$ cat config.mk
export PLATFORM = sky130hd
export DESIGN_NAME = dsbt_cell
export DESIGN_NICKNAME = d
export VERILOG_FILES = /design/src/hw/rtl/dsbt_pkg.sv /design/src/hw/rtl/dsbt_cell.sv
export SDC_FILE = /design/constraint.sdc
export NUM_CORES = 1
export LEC_CHECK = 0
export ABC_CLOCK_PERIOD_IN_PS = 27200
export BUFFER_PORTS_ARGS = -buffer_cell sky130_fd_sc_hd__buf_2
export CAP_MARGIN = 15
export CELL_PAD_IN_SITES_DETAIL_PLACEMENT = 1
export CELL_PAD_IN_SITES_GLOBAL_PLACEMENT = 2
export CORE_AREA = 2 2 302 304
export CTS_BUF_LIST = sky130_fd_sc_hd__clkbuf_16
export DETAILED_ROUTE_END_ITERATION = 6
export DIE_AREA = 0 0 304 306
export MAX_ROUTING_LAYER = met4
export PLACE_DENSITY_LB_ADDON = 0.1
export SYNTH_ARGS = -nofsm -noshare
export SYNTH_HDL_FRONTEND = slang
export SYNTH_SLANG_ARGS = --single-unit
$ cat constraint.sdc
create_clock -name clk -period 27.2 [get_ports clk]
set_input_delay 2.72 -clock clk [delete_from_list [all_inputs] [get_ports clk]]
set_output_delay 2.72 -clock clk [all_outputs]
set_load 0.02 [all_outputs]
$ cat src/hw/rtl/dsbt_pkg.sv
// shared types, constants and codes for the dhcp snooping binding table
package dsbt_pkg;

    localparam int TABLE_DEPTH = 64;
    localparam int CNT_W       = $clog2(TABLE_DEPTH + 1);
    localparam int STEP_W      = (TABLE_DEPTH > 1) ? $clog2(TABLE_DEPTH) : 1;
    localparam logic [STEP_W-1:0] LAST_STEP = STEP_W'(TABLE_DEPTH - 1);

    localparam logic [2:0] FUNC_INSERT = 3'd0;
    localparam logic [2:0] FUNC_LOOKUP = 3'd1;
    localparam logic [2:0] FUNC_DELETE = 3'd2;
    localparam logic [2:0] FUNC_CLEAR  = 3'd3;
    localparam logic [2:0] FUNC_AGE    = 3'd4;

    localparam logic [1:0] STATUS_OK        = 2'd0;
    localparam logic [1:0] STATUS_BAD_VLAN  = 2'd1;
    localparam logic [1:0] STATUS_FULL      = 2'd2;
    localparam logic [1:0] STATUS_NOT_FOUND = 2'd3;

    localparam logic [11:0] VLAN_MIN   = 12'd1;
    localparam logic [11:0] VLAN_LIMIT = 12'd4095;

    typedef struct packed {
        logic [2:0]  func;
        logic [47:0] client_mac;
        logic [31:0] client_ip;
        logic [31:0] lease_seconds;
        logic [31:0] expiry_second;
        logic [11:0] vlan;
        logic [31:0] now_second;
    } req_t;

    typedef struct packed {
        logic [1:0]  status;
        logic        hit;
        logic [47:0] found_mac;
        logic [31:0] found_lease;
        logic [31:0] found_expiry;
        logic [6:0]  removed_count;
    } rsp_t;

    typedef struct packed {
        logic [47:0] mac;
        logic [31:0] ip;
        logic [31:0] lease;
        logic [31:0] expiry;
        logic [11:0] vlan;
    } binding_t;

    typedef struct packed {
        logic     valid;
        binding_t info;
    } entry_t;

    // first-match data travelling toward the head
    typedef struct packed {
        logic        found;
        logic [47:0] mac;
        logic [31:0] lease;
        logic [31:0] expiry;
    } carry_t;

    typedef enum logic [1:0] {
        CELL_HOLD    = 2'd0,
        CELL_INSERT  = 2'd1,
        CELL_KILL    = 2'd2,
        CELL_COMPACT = 2'd3
    } cell_op_t;

    typedef enum logic [1:0] {
        KILL_FIRST   = 2'd0,
        KILL_EXPIRED = 2'd1,
        KILL_ALL     = 2'd2
    } kill_sel_t;

    typedef struct packed {
        cell_op_t    op;
        kill_sel_t   kill_sel;
        logic [31:0] ip;
        logic [11:0] vlan;
        logic [31:0] now;
    } cell_ctrl_t;

endpackage

$ cat src/hw/rtl/dsbt_cell.sv
// one table slot: holds a binding and trades data with its two neighbors
module dsbt_cell
    import dsbt_pkg::*;
(
    input  logic       clk,
    input  logic       rst_n,
    input  cell_ctrl_t ctrl,
    input  entry_t     left_ent,
    input  entry_t     right_ent,
    output entry_t     ent,
    input  logic       seen_in,
    output logic       seen_out,
    input  carry_t     carry_in,
    output carry_t     carry_out,
    input  logic       kill_in,
    output logic       kill_out
);

    logic     valid_reg, valid_next;
    binding_t info_reg, info_next;
    logic     kill_reg, kill_next;
    logic     seen_reg;
    carry_t   carry_reg, carry_next;
    logic     match;
    logic     cond;

    assign match = valid_reg && (info_reg.ip == ctrl.ip) && (info_reg.vlan == ctrl.vlan);

    always_comb
    begin
        case (ctrl.kill_sel)
            KILL_FIRST:   cond = match && !seen_reg;
            KILL_EXPIRED: cond = (ctrl.now >= info_reg.expiry);
            default:      cond = 1'b1;
        endcase
    end

    always_comb
    begin
        valid_next = valid_reg;
        info_next  = info_reg;
        kill_next  = kill_reg;
        case (ctrl.op)
            CELL_INSERT:
            begin
                valid_next = left_ent.valid;
                info_next  = left_ent.info;
            end
            CELL_KILL:
            begin
                valid_next = valid_reg && !cond;
                kill_next  = valid_reg && cond;
            end
            CELL_COMPACT:
            begin
                kill_next = kill_in;
                // a hole pulls its right neighbor in, a slot after a hole hands over
                if (!valid_reg && right_ent.valid)
                begin
                    valid_next = 1'b1;
                    info_next  = right_ent.info;
                end
                else if (valid_reg && !left_ent.valid)
                begin
                    valid_next = 1'b0;
                end
            end
            default:
            begin
                valid_next = valid_reg;
            end
        endcase
    end

    always_comb
    begin
        if (match)
        begin
            carry_next.found  = 1'b1;
            carry_next.mac    = info_reg.mac;
            carry_next.lease  = info_reg.lease;
            carry_next.expiry = info_reg.expiry;
        end
        else
        begin
            carry_next = carry_in;
        end
    end

    always_ff @(posedge clk or negedge rst_n)
    begin
        if (!rst_n)
        begin
            valid_reg <= 1'b0;
            kill_reg  <= 1'b0;
        end
        else
        begin
            valid_reg <= valid_next;
            kill_reg  <= kill_next;
        end
    end

    always_ff @(posedge clk)
    begin
        info_reg  <= info_next;
        seen_reg  <= seen_in;
        carry_reg <= carry_next;
    end

    assign ent.valid = valid_reg;
    assign ent.info  = info_reg;
    assign seen_out  = seen_reg || match;
    assign carry_out = carry_reg;
    assign kill_out  = kill_reg;

endmodule

==> results of run 1 <==
area by class of cell:
| cell class | instances | area (µm²) |
|---|---|---|
| Antenna cell | 15 | 37.5 |
| Clock buffer | 40 | 1000 |
| Clock inverter | 32 | 200 |
| Fill cell | 10295 | 71200 |
| Inverter | 38 | 143 |
| Multi-Input combinational cell | 455 | 4510 |
| Sequential cell | 272 | 7020 |
| Tap cell | 1176 | 1470 |
| Timing Repair Buffer | 790 | 3970 |
how the worst max path moves through the flow:
stage | startpoint | endpoint | slack (ns)
detailed placement | ctrl[45] | seen_out | 19.48
global route | ctrl[58] | seen_out | 19.35
CTS | ctrl[45] | seen_out | 19.49
finish | ctrl[45] | seen_out | 19.70
global placement | ctrl[58] | seen_out | 19.49
floorplan | right_ent[156] | ent[0]$_DFFE_PP_ | 12.27
synthesized netlist by cell type (all sizes together) (4+ instances only):
library cell | instances | area, µm²
mux2 | 237 | 2950
edfxtp | 156 | 4680
dfxtp | 114 | 2280
xnor2 | 40 | 350
inv | 38 | 143
nand2 | 38 | 143
o21ai | 36 | 180
ha | 32 | 400
clkbuf | 23 | 86.3
nand4 | 14 | 87.6
a21oi | 12 | 60.1
buf | 11 | 110
nand2b | 6 | 37.5
nand3 | 6 | 30.0
nor2b | 6 | 37.5
a21o | 4 | 30.0
nor4 | 4 | 25.0
per-stage QoR:
stage / cell area (µm²) / cells / setup slack (ns) / total power, mW / utilization, %
3_5_place_dp: 17100 / 2731 / 19.48 / 0.665 / 19.1
6_report: 18400 / 2818 / 19.70 / 1.14 / 20.5
3_3_place_gp: 17100 / 2731 / 19.49 / 0.664 / 19.1
5_1_grt: 18300 / 2814 / 19.35 / 1.20 / 20.5
4_1_cts: 18300 / 2803 / 19.49 / 1.18 / 20.4
2_1_floorplan: 11800 / 799 / 12.27 / 0.579 / -
worst register-to-register path, cell delays in order, from the launching register on:
cell,delay (ns)
edfxtp_1,0.54
a2111o_1,0.46
nor4_1,0.65
nand4_1,0.47
buf_4,0.52
buf_4,0.53
mux2_4,0.42
power breakdown:
| group | switching, mW | internal [mW] |
|---|---|---|
| clock | 0.207 | 0.285 |
| combinational | 0.0928 | 0.0776 |
| sequential | 0.0136 | 0.467 |
per-layer routing:
metal  GRT usage, %  routed length, µm
met5              -                  0
met4           3.07               1420
met2           25.8              34700
met1           13.1              21900
met3           4.09               4880
cell families (layout without fill, tap and decap cells):
kind of cell | after synthesis | count (layout) | synth area share (%)
mux | 237 | 237 | 24.9
other cells | 0 | 15 | 0
compound gates | 67 | 67 | 3.39
buf+inv | 72 | 900 | 2.86
simple gates | 79 | 79 | 3.24
fa+ha+maj | 32 | 32 | 3.38
flops | 272 | 272 | 59.2
xor+xnor | 40 | 40 | 2.96
==> summary.txt, run 1 <==
Outcome
  • Outcome: finished clean

Clock network
  • Hold_buf cts: 0
  • Root Buffer: clkbuf_16
  • TritonCTS clock tree: built
  • CTS H-tree lvls: 2
  • Cts bufs inserted: 40
  • CTS-repair resized insts: 0
  • Post-CTS Setup Inserts: 0
  • CTS sink cnt: 272
  • Worst-Skew Late Latency: 0.55 ns
  • Maximum root-to-sink buffer count: 3
  • Clock transition at the registers of the reported paths: 0.05 ns

STA
  • Period utilisation layout: 27.6%
  • Relative slew margins: 29.2%
  • Max Slew Vio Count: 0
  • Final hold vios: 0
  • Slew of the pin with the lowest slew margin: 1.06 ns
  • Unrepaired setup endpoints after global routing: false
  • Worst clock skew: 0.0175 ns
  • Max Freq: 0.133 GHz
  • Final setup viols: 0
  • Final min period: 7.50 ns
  • Setup total negative slack: 0 ns
  • Hold slack final: 0.497 ns

Routing
  • 1st-pass router iterations: 4
  • Number of routed nets with antenna violations: 0
  • Via count: 9737
  • DRC Markers: 0
  • WL per Instance: 22.3 µm
  • Post-Route WL: 62900 µm
  • Via/cell ratio: 3.46
  • Detailed Route Iter0 Violations: 317

Critical path
  • R2R Setup Slk: 23.50 ns
  • Cell depth of the worst setup path: 7
  • Worst-path fanout max: 3
  • Critical path arrival: 4.78 ns
  • CP Class: in2out
  • Crit path top cell by count: buf_2
  • Slowest cell on the critical path: nor4_1
  • Worst Path Buf+Inv: 2
  • R2r endpoint: carry_out[44]$_DFF_P_
  • Worst EP required: 24.48 ns
  • Crit end category: output port
  • Reg-to-Reg Start: ent[76]$_DFFE_PP_
  • Worst Reg-to-Reg Cells: 6
  • Cell family with most CP delay: simple AND/OR/NAND/NOR gates
  • Max incr delay on CP: 0.65 ns
  • Worst path cell trace: buf_2, nor2b_1, a2111o_1, nor4_1, nand4_1, nand2b_1, buf_2
  • CP startpoint kind: primary input

Synthesis
  • Post-synth EDFFs: 156
  • Unique cell type count in the Yosys netlist: 35
  • Sequential share of the synthesized area: 59.2%
  • Cells after synthesis: 799
  • Async set or reset register ratio after synthesis: 0.735%
  • Synth Flop Type: edfxtp_1
  • Mean Syn Cell Area: 14.8 µm²
  • Syn Std Cell Area: 11800 µm²
  • Yosys warns: 0
  • Mapped Nets: 1342
  • Synth Register Bits: 272

Pwr
  • Pwr dens: 62.2 nW/µm²
  • Maximum VDD drop: 0.0432 mV
  • Leak: 8.46 nW

Floorplanning
  • Initial Util: 13.2%
  • Rows: 110
  • Die area: 93000 µm²
  • Top-Level Pins: 783
  • DIE HEIGHT: 306 µm
  • Core area: 89600 µm²
  • Die width: 304 µm

Cells and area
  • Commonest cells after routing, fill and taps aside: 782 x buf_2, 161 x mux2_2, 156 x edfxtp_1, 114 x dfxtp_1, 76 x mux2_4
  • Max reg flops: 156
  • Synthesis-to-finish area growth: 54.9%
  • Share of cells above drive strength 1: 66.4%
  • Final #Nets: 2140
  • Most common cell after layout, fill and taps aside: buf_2

Global routing
  • Largest net degree at the start of global routing: 65
  • Number of global-route vias before repair: 10989
  • Antenna violations before repair: 31
  • Grt ovf: 0
  • First-pass GRT wire length: 85500 µm
  • Total track usage: 13.4%

Placement
  • HPWL Detailed: 51900 µm
  • Placer Congestion: 0.786
  • IO Port Bufs: 782

Min path
  • Worst min-delay path endpoint: carry_out[99]$_DFF_P_
  • Worst Hold Class: reg2reg
  • Worst Hold Launch: ent[143]$_DFFE_PP_
  • Hold path cells: 1

Flow run
  • Max-cap violations: 0
No activity file was read; power rests on OpenSTA's default activity.
==> run 2: changes to the inputs <==
--- a/config.mk
+++ b/config.mk
@@ -5,15 +5,16 @@
 export SDC_FILE = /design/constraint.sdc
 export NUM_CORES = 1
 export LEC_CHECK = 0
-export ABC_CLOCK_PERIOD_IN_PS = 27200
+export ABC_AREA = 1
+export ABC_CLOCK_PERIOD_IN_PS = 6400
 export BUFFER_PORTS_ARGS = -buffer_cell sky130_fd_sc_hd__buf_2
 export CAP_MARGIN = 15
 export CELL_PAD_IN_SITES_DETAIL_PLACEMENT = 1
 export CELL_PAD_IN_SITES_GLOBAL_PLACEMENT = 2
-export CORE_AREA = 2 2 302 304
+export CORE_AREA = 2 2 303 305
 export CTS_BUF_LIST = sky130_fd_sc_hd__clkbuf_16
 export DETAILED_ROUTE_END_ITERATION = 6
-export DIE_AREA = 0 0 304 306
+export DIE_AREA = 0 0 305 307
 export MAX_ROUTING_LAYER = met4
 export PLACE_DENSITY_LB_ADDON = 0.1
 export SYNTH_ARGS = -nofsm -noshare
==> constraint.sdc (replaced) <==
create_clock -name clk -period 6.4 [get_ports clk]
set_input_delay 0.64 -clock clk [delete_from_list [all_inputs] [get_ports clk]]
set_output_delay 0.64 -clock clk [all_outputs]
set_load 0.02 [all_outputs]
==> summary.txt, run 2 <==
Outcome
  • Outcome: finished clean

Routing
  • Number of routed nets with antenna violations: 0 (unchanged)
  • 1st-pass router iterations: 4 (unchanged)
  • WL per Instance: 21.0 µm (-6.1%)
  • Post-Route WL: 74400 µm (+18%)
  • Detailed Route Iter0 Violations: 553 (+74%)
  • Via/cell ratio: 3.72 (+7.6%)
  • DRC Markers: 0 (unchanged)
  • Via count: 13184 (+35%)

Cells and area
  • Share of cells above drive strength 1: 37.0% (-29 points)
  • # fillers: 11000 (+6.8%)
  • Cell area after layout: 19100 µm² (+4.1%)
  • Final #Nets: 2840 (+33%)
  • Synthesis-to-finish area growth: 52.3%
  • Commonest cells after routing, fill and taps aside: 782 x buf_2, 767 x nand2_1, 156 x edfxtp_1, 118 x inv_1, 114 x dfxtp_1
  • Max reg flops: 156 (unchanged)
  • Most common cell after layout, fill and taps aside: buf_2

Synthesis
  • Portion of netlist area occupied by mux cells: 0% (-25 points)
  • Largest family of logic cells by synthesized area: simple AND/OR/NAND/NOR gates
  • Synth Register Bits: 272 (unchanged)
  • Share of the synthesized area in the top cell type: 37.3% (-2.2 points)
  • Post-synth EDFFs: 156 (unchanged)
  • Synth Area in Compound Gates: 4.29% (+0.90 points)
  • Async set or reset register ratio after synthesis: 0.735% (unchanged)
  • Syn Std Cell Area: 12500 µm² (+5.9%)
  • Sequential share of the synthesized area: 55.9% (-3.3 points)
  • XOR/XNOR share of the synthesized area: 0.977% (-2.0 points)
  • Yosys warns: 0 (unchanged)
  • Cells after synthesis: 1529 (+91%)
  • Area leader, netlist: edfxtp_1
  • Largest cells by area after synthesis: edfxtp_1 37%, nand2_1 23%, dfxtp_1 18%
  • Post-Synth Adder-Cell Area: 3.19% (-0.19 points)
  • Count leader, synth: nand2_1
  • Synth Flop Type: edfxtp_1
  • Most frequent cells after synthesis: 769 x nand2_1, 156 x edfxtp_1, 114 x dfxtp_1
  • Unique cell type count in the Yosys netlist: 34 (-2.9%)
  • Mean Syn Cell Area: 8.21 µm² (-45%)
  • Mapped Nets: 2072 (+54%)
  • Simple-Gate Fraction of Synth Area: 29.8% (+27 points)

Pwr
  • Sequential power share: 41.1% (-0.9 points)
  • Clk pwr share: 43.0% (about the same)
  • Internal power: 3.50 mW (+320%)
  • Leak: 9.83 nW (+16%)
  • Sw power: 1.48 mW (+370%)
  • Pwr Total: 4.99 mW (+340%)
  • Combinational power share: 15.9% (+1.0 points)
  • Maximum VDD drop: 0.149 mV (+240%)
  • Pwr dens: 261 nW/µm² (+320%)
  • Switch share: 29.7% (+2.3 points)

Global routing
  • Total track usage: 15.8% (+2.4 points)
  • Antenna violations before repair: 35 (+13%)
  • Number of global-route vias before repair: 14160 (+29%)
  • Grt ovf: 0 (unchanged)
  • Largest net degree at the start of global routing: 80 (+23%)
  • First-pass GRT wire length: 103000 µm (+20%)

Floorplanning
  • Initial Util: 13.8% (+0.61 points)
  • Top-Level Pins: 783 (unchanged)
  • Rows: 111 (+0.91%)
  • Die width: 305 µm (+0.33%)
  • Die area: 93600 µm² (+0.66%)
  • Core area: 90700 µm² (+1.2%)
  • DIE HEIGHT: 307 µm (+0.33%)

Clock network
  • Post-CTS Setup Inserts: 0 (unchanged)
  • Cts bufs inserted: 41 (+2.5%)
  • CTS H-tree lvls: 2 (unchanged)
  • Worst-Skew Late Latency: 0.59 ns (+0.04 ns)
  • CTS sink cnt: 272 (unchanged)
  • Clock transition at the registers of the reported paths: 0.06 ns (about the same)
  • TritonCTS clock tree: built
  • Root Buffer: clkbuf_16
  • Maximum root-to-sink buffer count: 3 (unchanged)

STA
  • Relative slew margins: 30.8% (+1.6 points)
  • Slew of the pin with the lowest slew margin: 1.04 ns (-0.0219 ns)
  • Worst clock skew: 0.0192 ns (+0.00169 ns)
  • Max Freq: 0.227 GHz
  • Final min period: 4.41 ns
  • Period utilisation layout: 69.0%
  • Setup ws final: 1.99 ns (-17.71 ns)
  • Unrepaired setup endpoints after global routing: false
  • Final setup viols: 0 (unchanged)
  • Hold slack final: 0.182 ns (-0.315 ns)
  • Max Slew Vio Count: 0 (unchanged)
  • Setup total negative slack: 0 ns (unchanged)
  • Final hold vios: 0 (unchanged)

Critical path
  • R2R Setup Slk: 2.86 ns (-20.64 ns)
  • CP Class: reg2out
  • Worst EP required: 5.76 ns (-18.72 ns)
  • Worst-path fanout max: 43 (+40)
  • Crit end category: output port
  • Reg-to-Reg Start: ent[106]$_DFFE_PP_
  • R2r endpoint: carry_out[87]$_DFF_P_
  • CP startpoint kind: flop
  • Worst Reg-to-Reg Cells: 7 (+1)
  • Setup crit start: ent[106]$_DFFE_PP_
  • Critical path arrival: 3.77 ns (-1.01 ns)

Min path
  • Worst Hold Launch: seen_in
  • Worst min-delay path endpoint: seen_reg$_DFF_P_
  • Worst Hold Class: in2reg
  • Hold path cells: 1 (unchanged)

Flow run
  • Max-cap violations: 0 (unchanged)

Placement
  • DP Area: 17800 µm² (+3.8%)
  • IO Port Bufs: 782 (unchanged)
  • Placer Congestion: 0.803 (+2.1%)
  • Dpl ws: 2.09 ns (-17.39 ns)
  • HPWL Detailed: 58800 µm (+13%)
-- run 2: cell types whose count changed after synthesis, moves of 31 or more --
cell	delta
a31oi_1	+31
a21oi_1	+33
nor2_1	+39
mux2_4	-76
xnor2_1	-32
nand3_1	+85
inv_1	+66
mux2_2	-161
nand2_1	+731
clkbuf_1	+31
-- run 2: worst max-delay path: stages, from the launching register on --
cell      delay, ns
edfxtp_1       0.42
xor2_1         0.23
nor4_1         0.67
nand4_1        0.40
nor2_4         0.58
nand2_4        0.18
buf_4          0.33
nand2_1        0.13
buf_2          0.17
-- run 2: worst max path at each step --
stage,to
after detailed placement,seen_out
after global routing,seen_out
after floorplan,ent[0]$_DFFE_PP_
after global placement,seen_out
after CTS,seen_out
final,seen_out
-- run 2: cells by family (layout without fill, tap and decap cells) --
family | Yosys count | in the layout
buffers and inverters | 177 | 978
adders and majority gates | 32 | 32
other | 0 | 31
AOI/OAI and AO/OA | 95 | 95
and+or+nand+nor | 939 | 939
xor gates and xnor gates | 14 | 14
DFF | 272 | 272
-- run 2: per-stage QoR --
step	util (%)	std cells
global route	21.0	3541
global placement	19.6	3439
floorplan	-	1529
detailed placement	19.6	3439
finish	21.1	3547
CTS	21.0	3516
-- run 2: area by class of cell --
type / count / area (µm²) / area share [%]
Timing Repair Buffer: 797 / 4040 / 21.2
Tap cell: 1186 / 1480 / 7.77
Clock inverter: 34 / 193 / 1.01
Antenna cell: 31 / 77.6 / 0.406
Multi-Input combinational cell: 1080 / 4840 / 25.3
Inverter: 105 / 399 / 2.09
Clock buffer: 42 / 1050 / 5.50
Sequential cell: 272 / 7020 / 36.7
-- run 2: metal layers --
metal	routed length, µm	vias to the layer above	part of all wire [%]	GRT usage, %
li1	-	6506	-	-
met3	5330	74	7.2	5.12
met5	0	-	0	-
met2	38700	434	52	28.3
met4	1310	0	1.8	3.62
met1	29100	6170	39	16.8
-- run 2: what timing repair did --
item,4_1_cts,5_1_grt
endpoints found under the hold margin,2,0
hold buffers,1,0
resized for setup,0,0
-- run 2: power by group through the flow --
stage / Clock (mW) / Combinational [mW] / Sequential [mW]
after floorplan: 0 / 0.249 / 2.22
after global placement: 0 / 0.818 / 2.09
after detailed placement: 0 / 0.819 / 2.09
after CTS: 2.26 / 0.823 / 2.05
after global routing: 2.32 / 0.885 / 2.06
final: 2.14 / 0.794 / 2.05
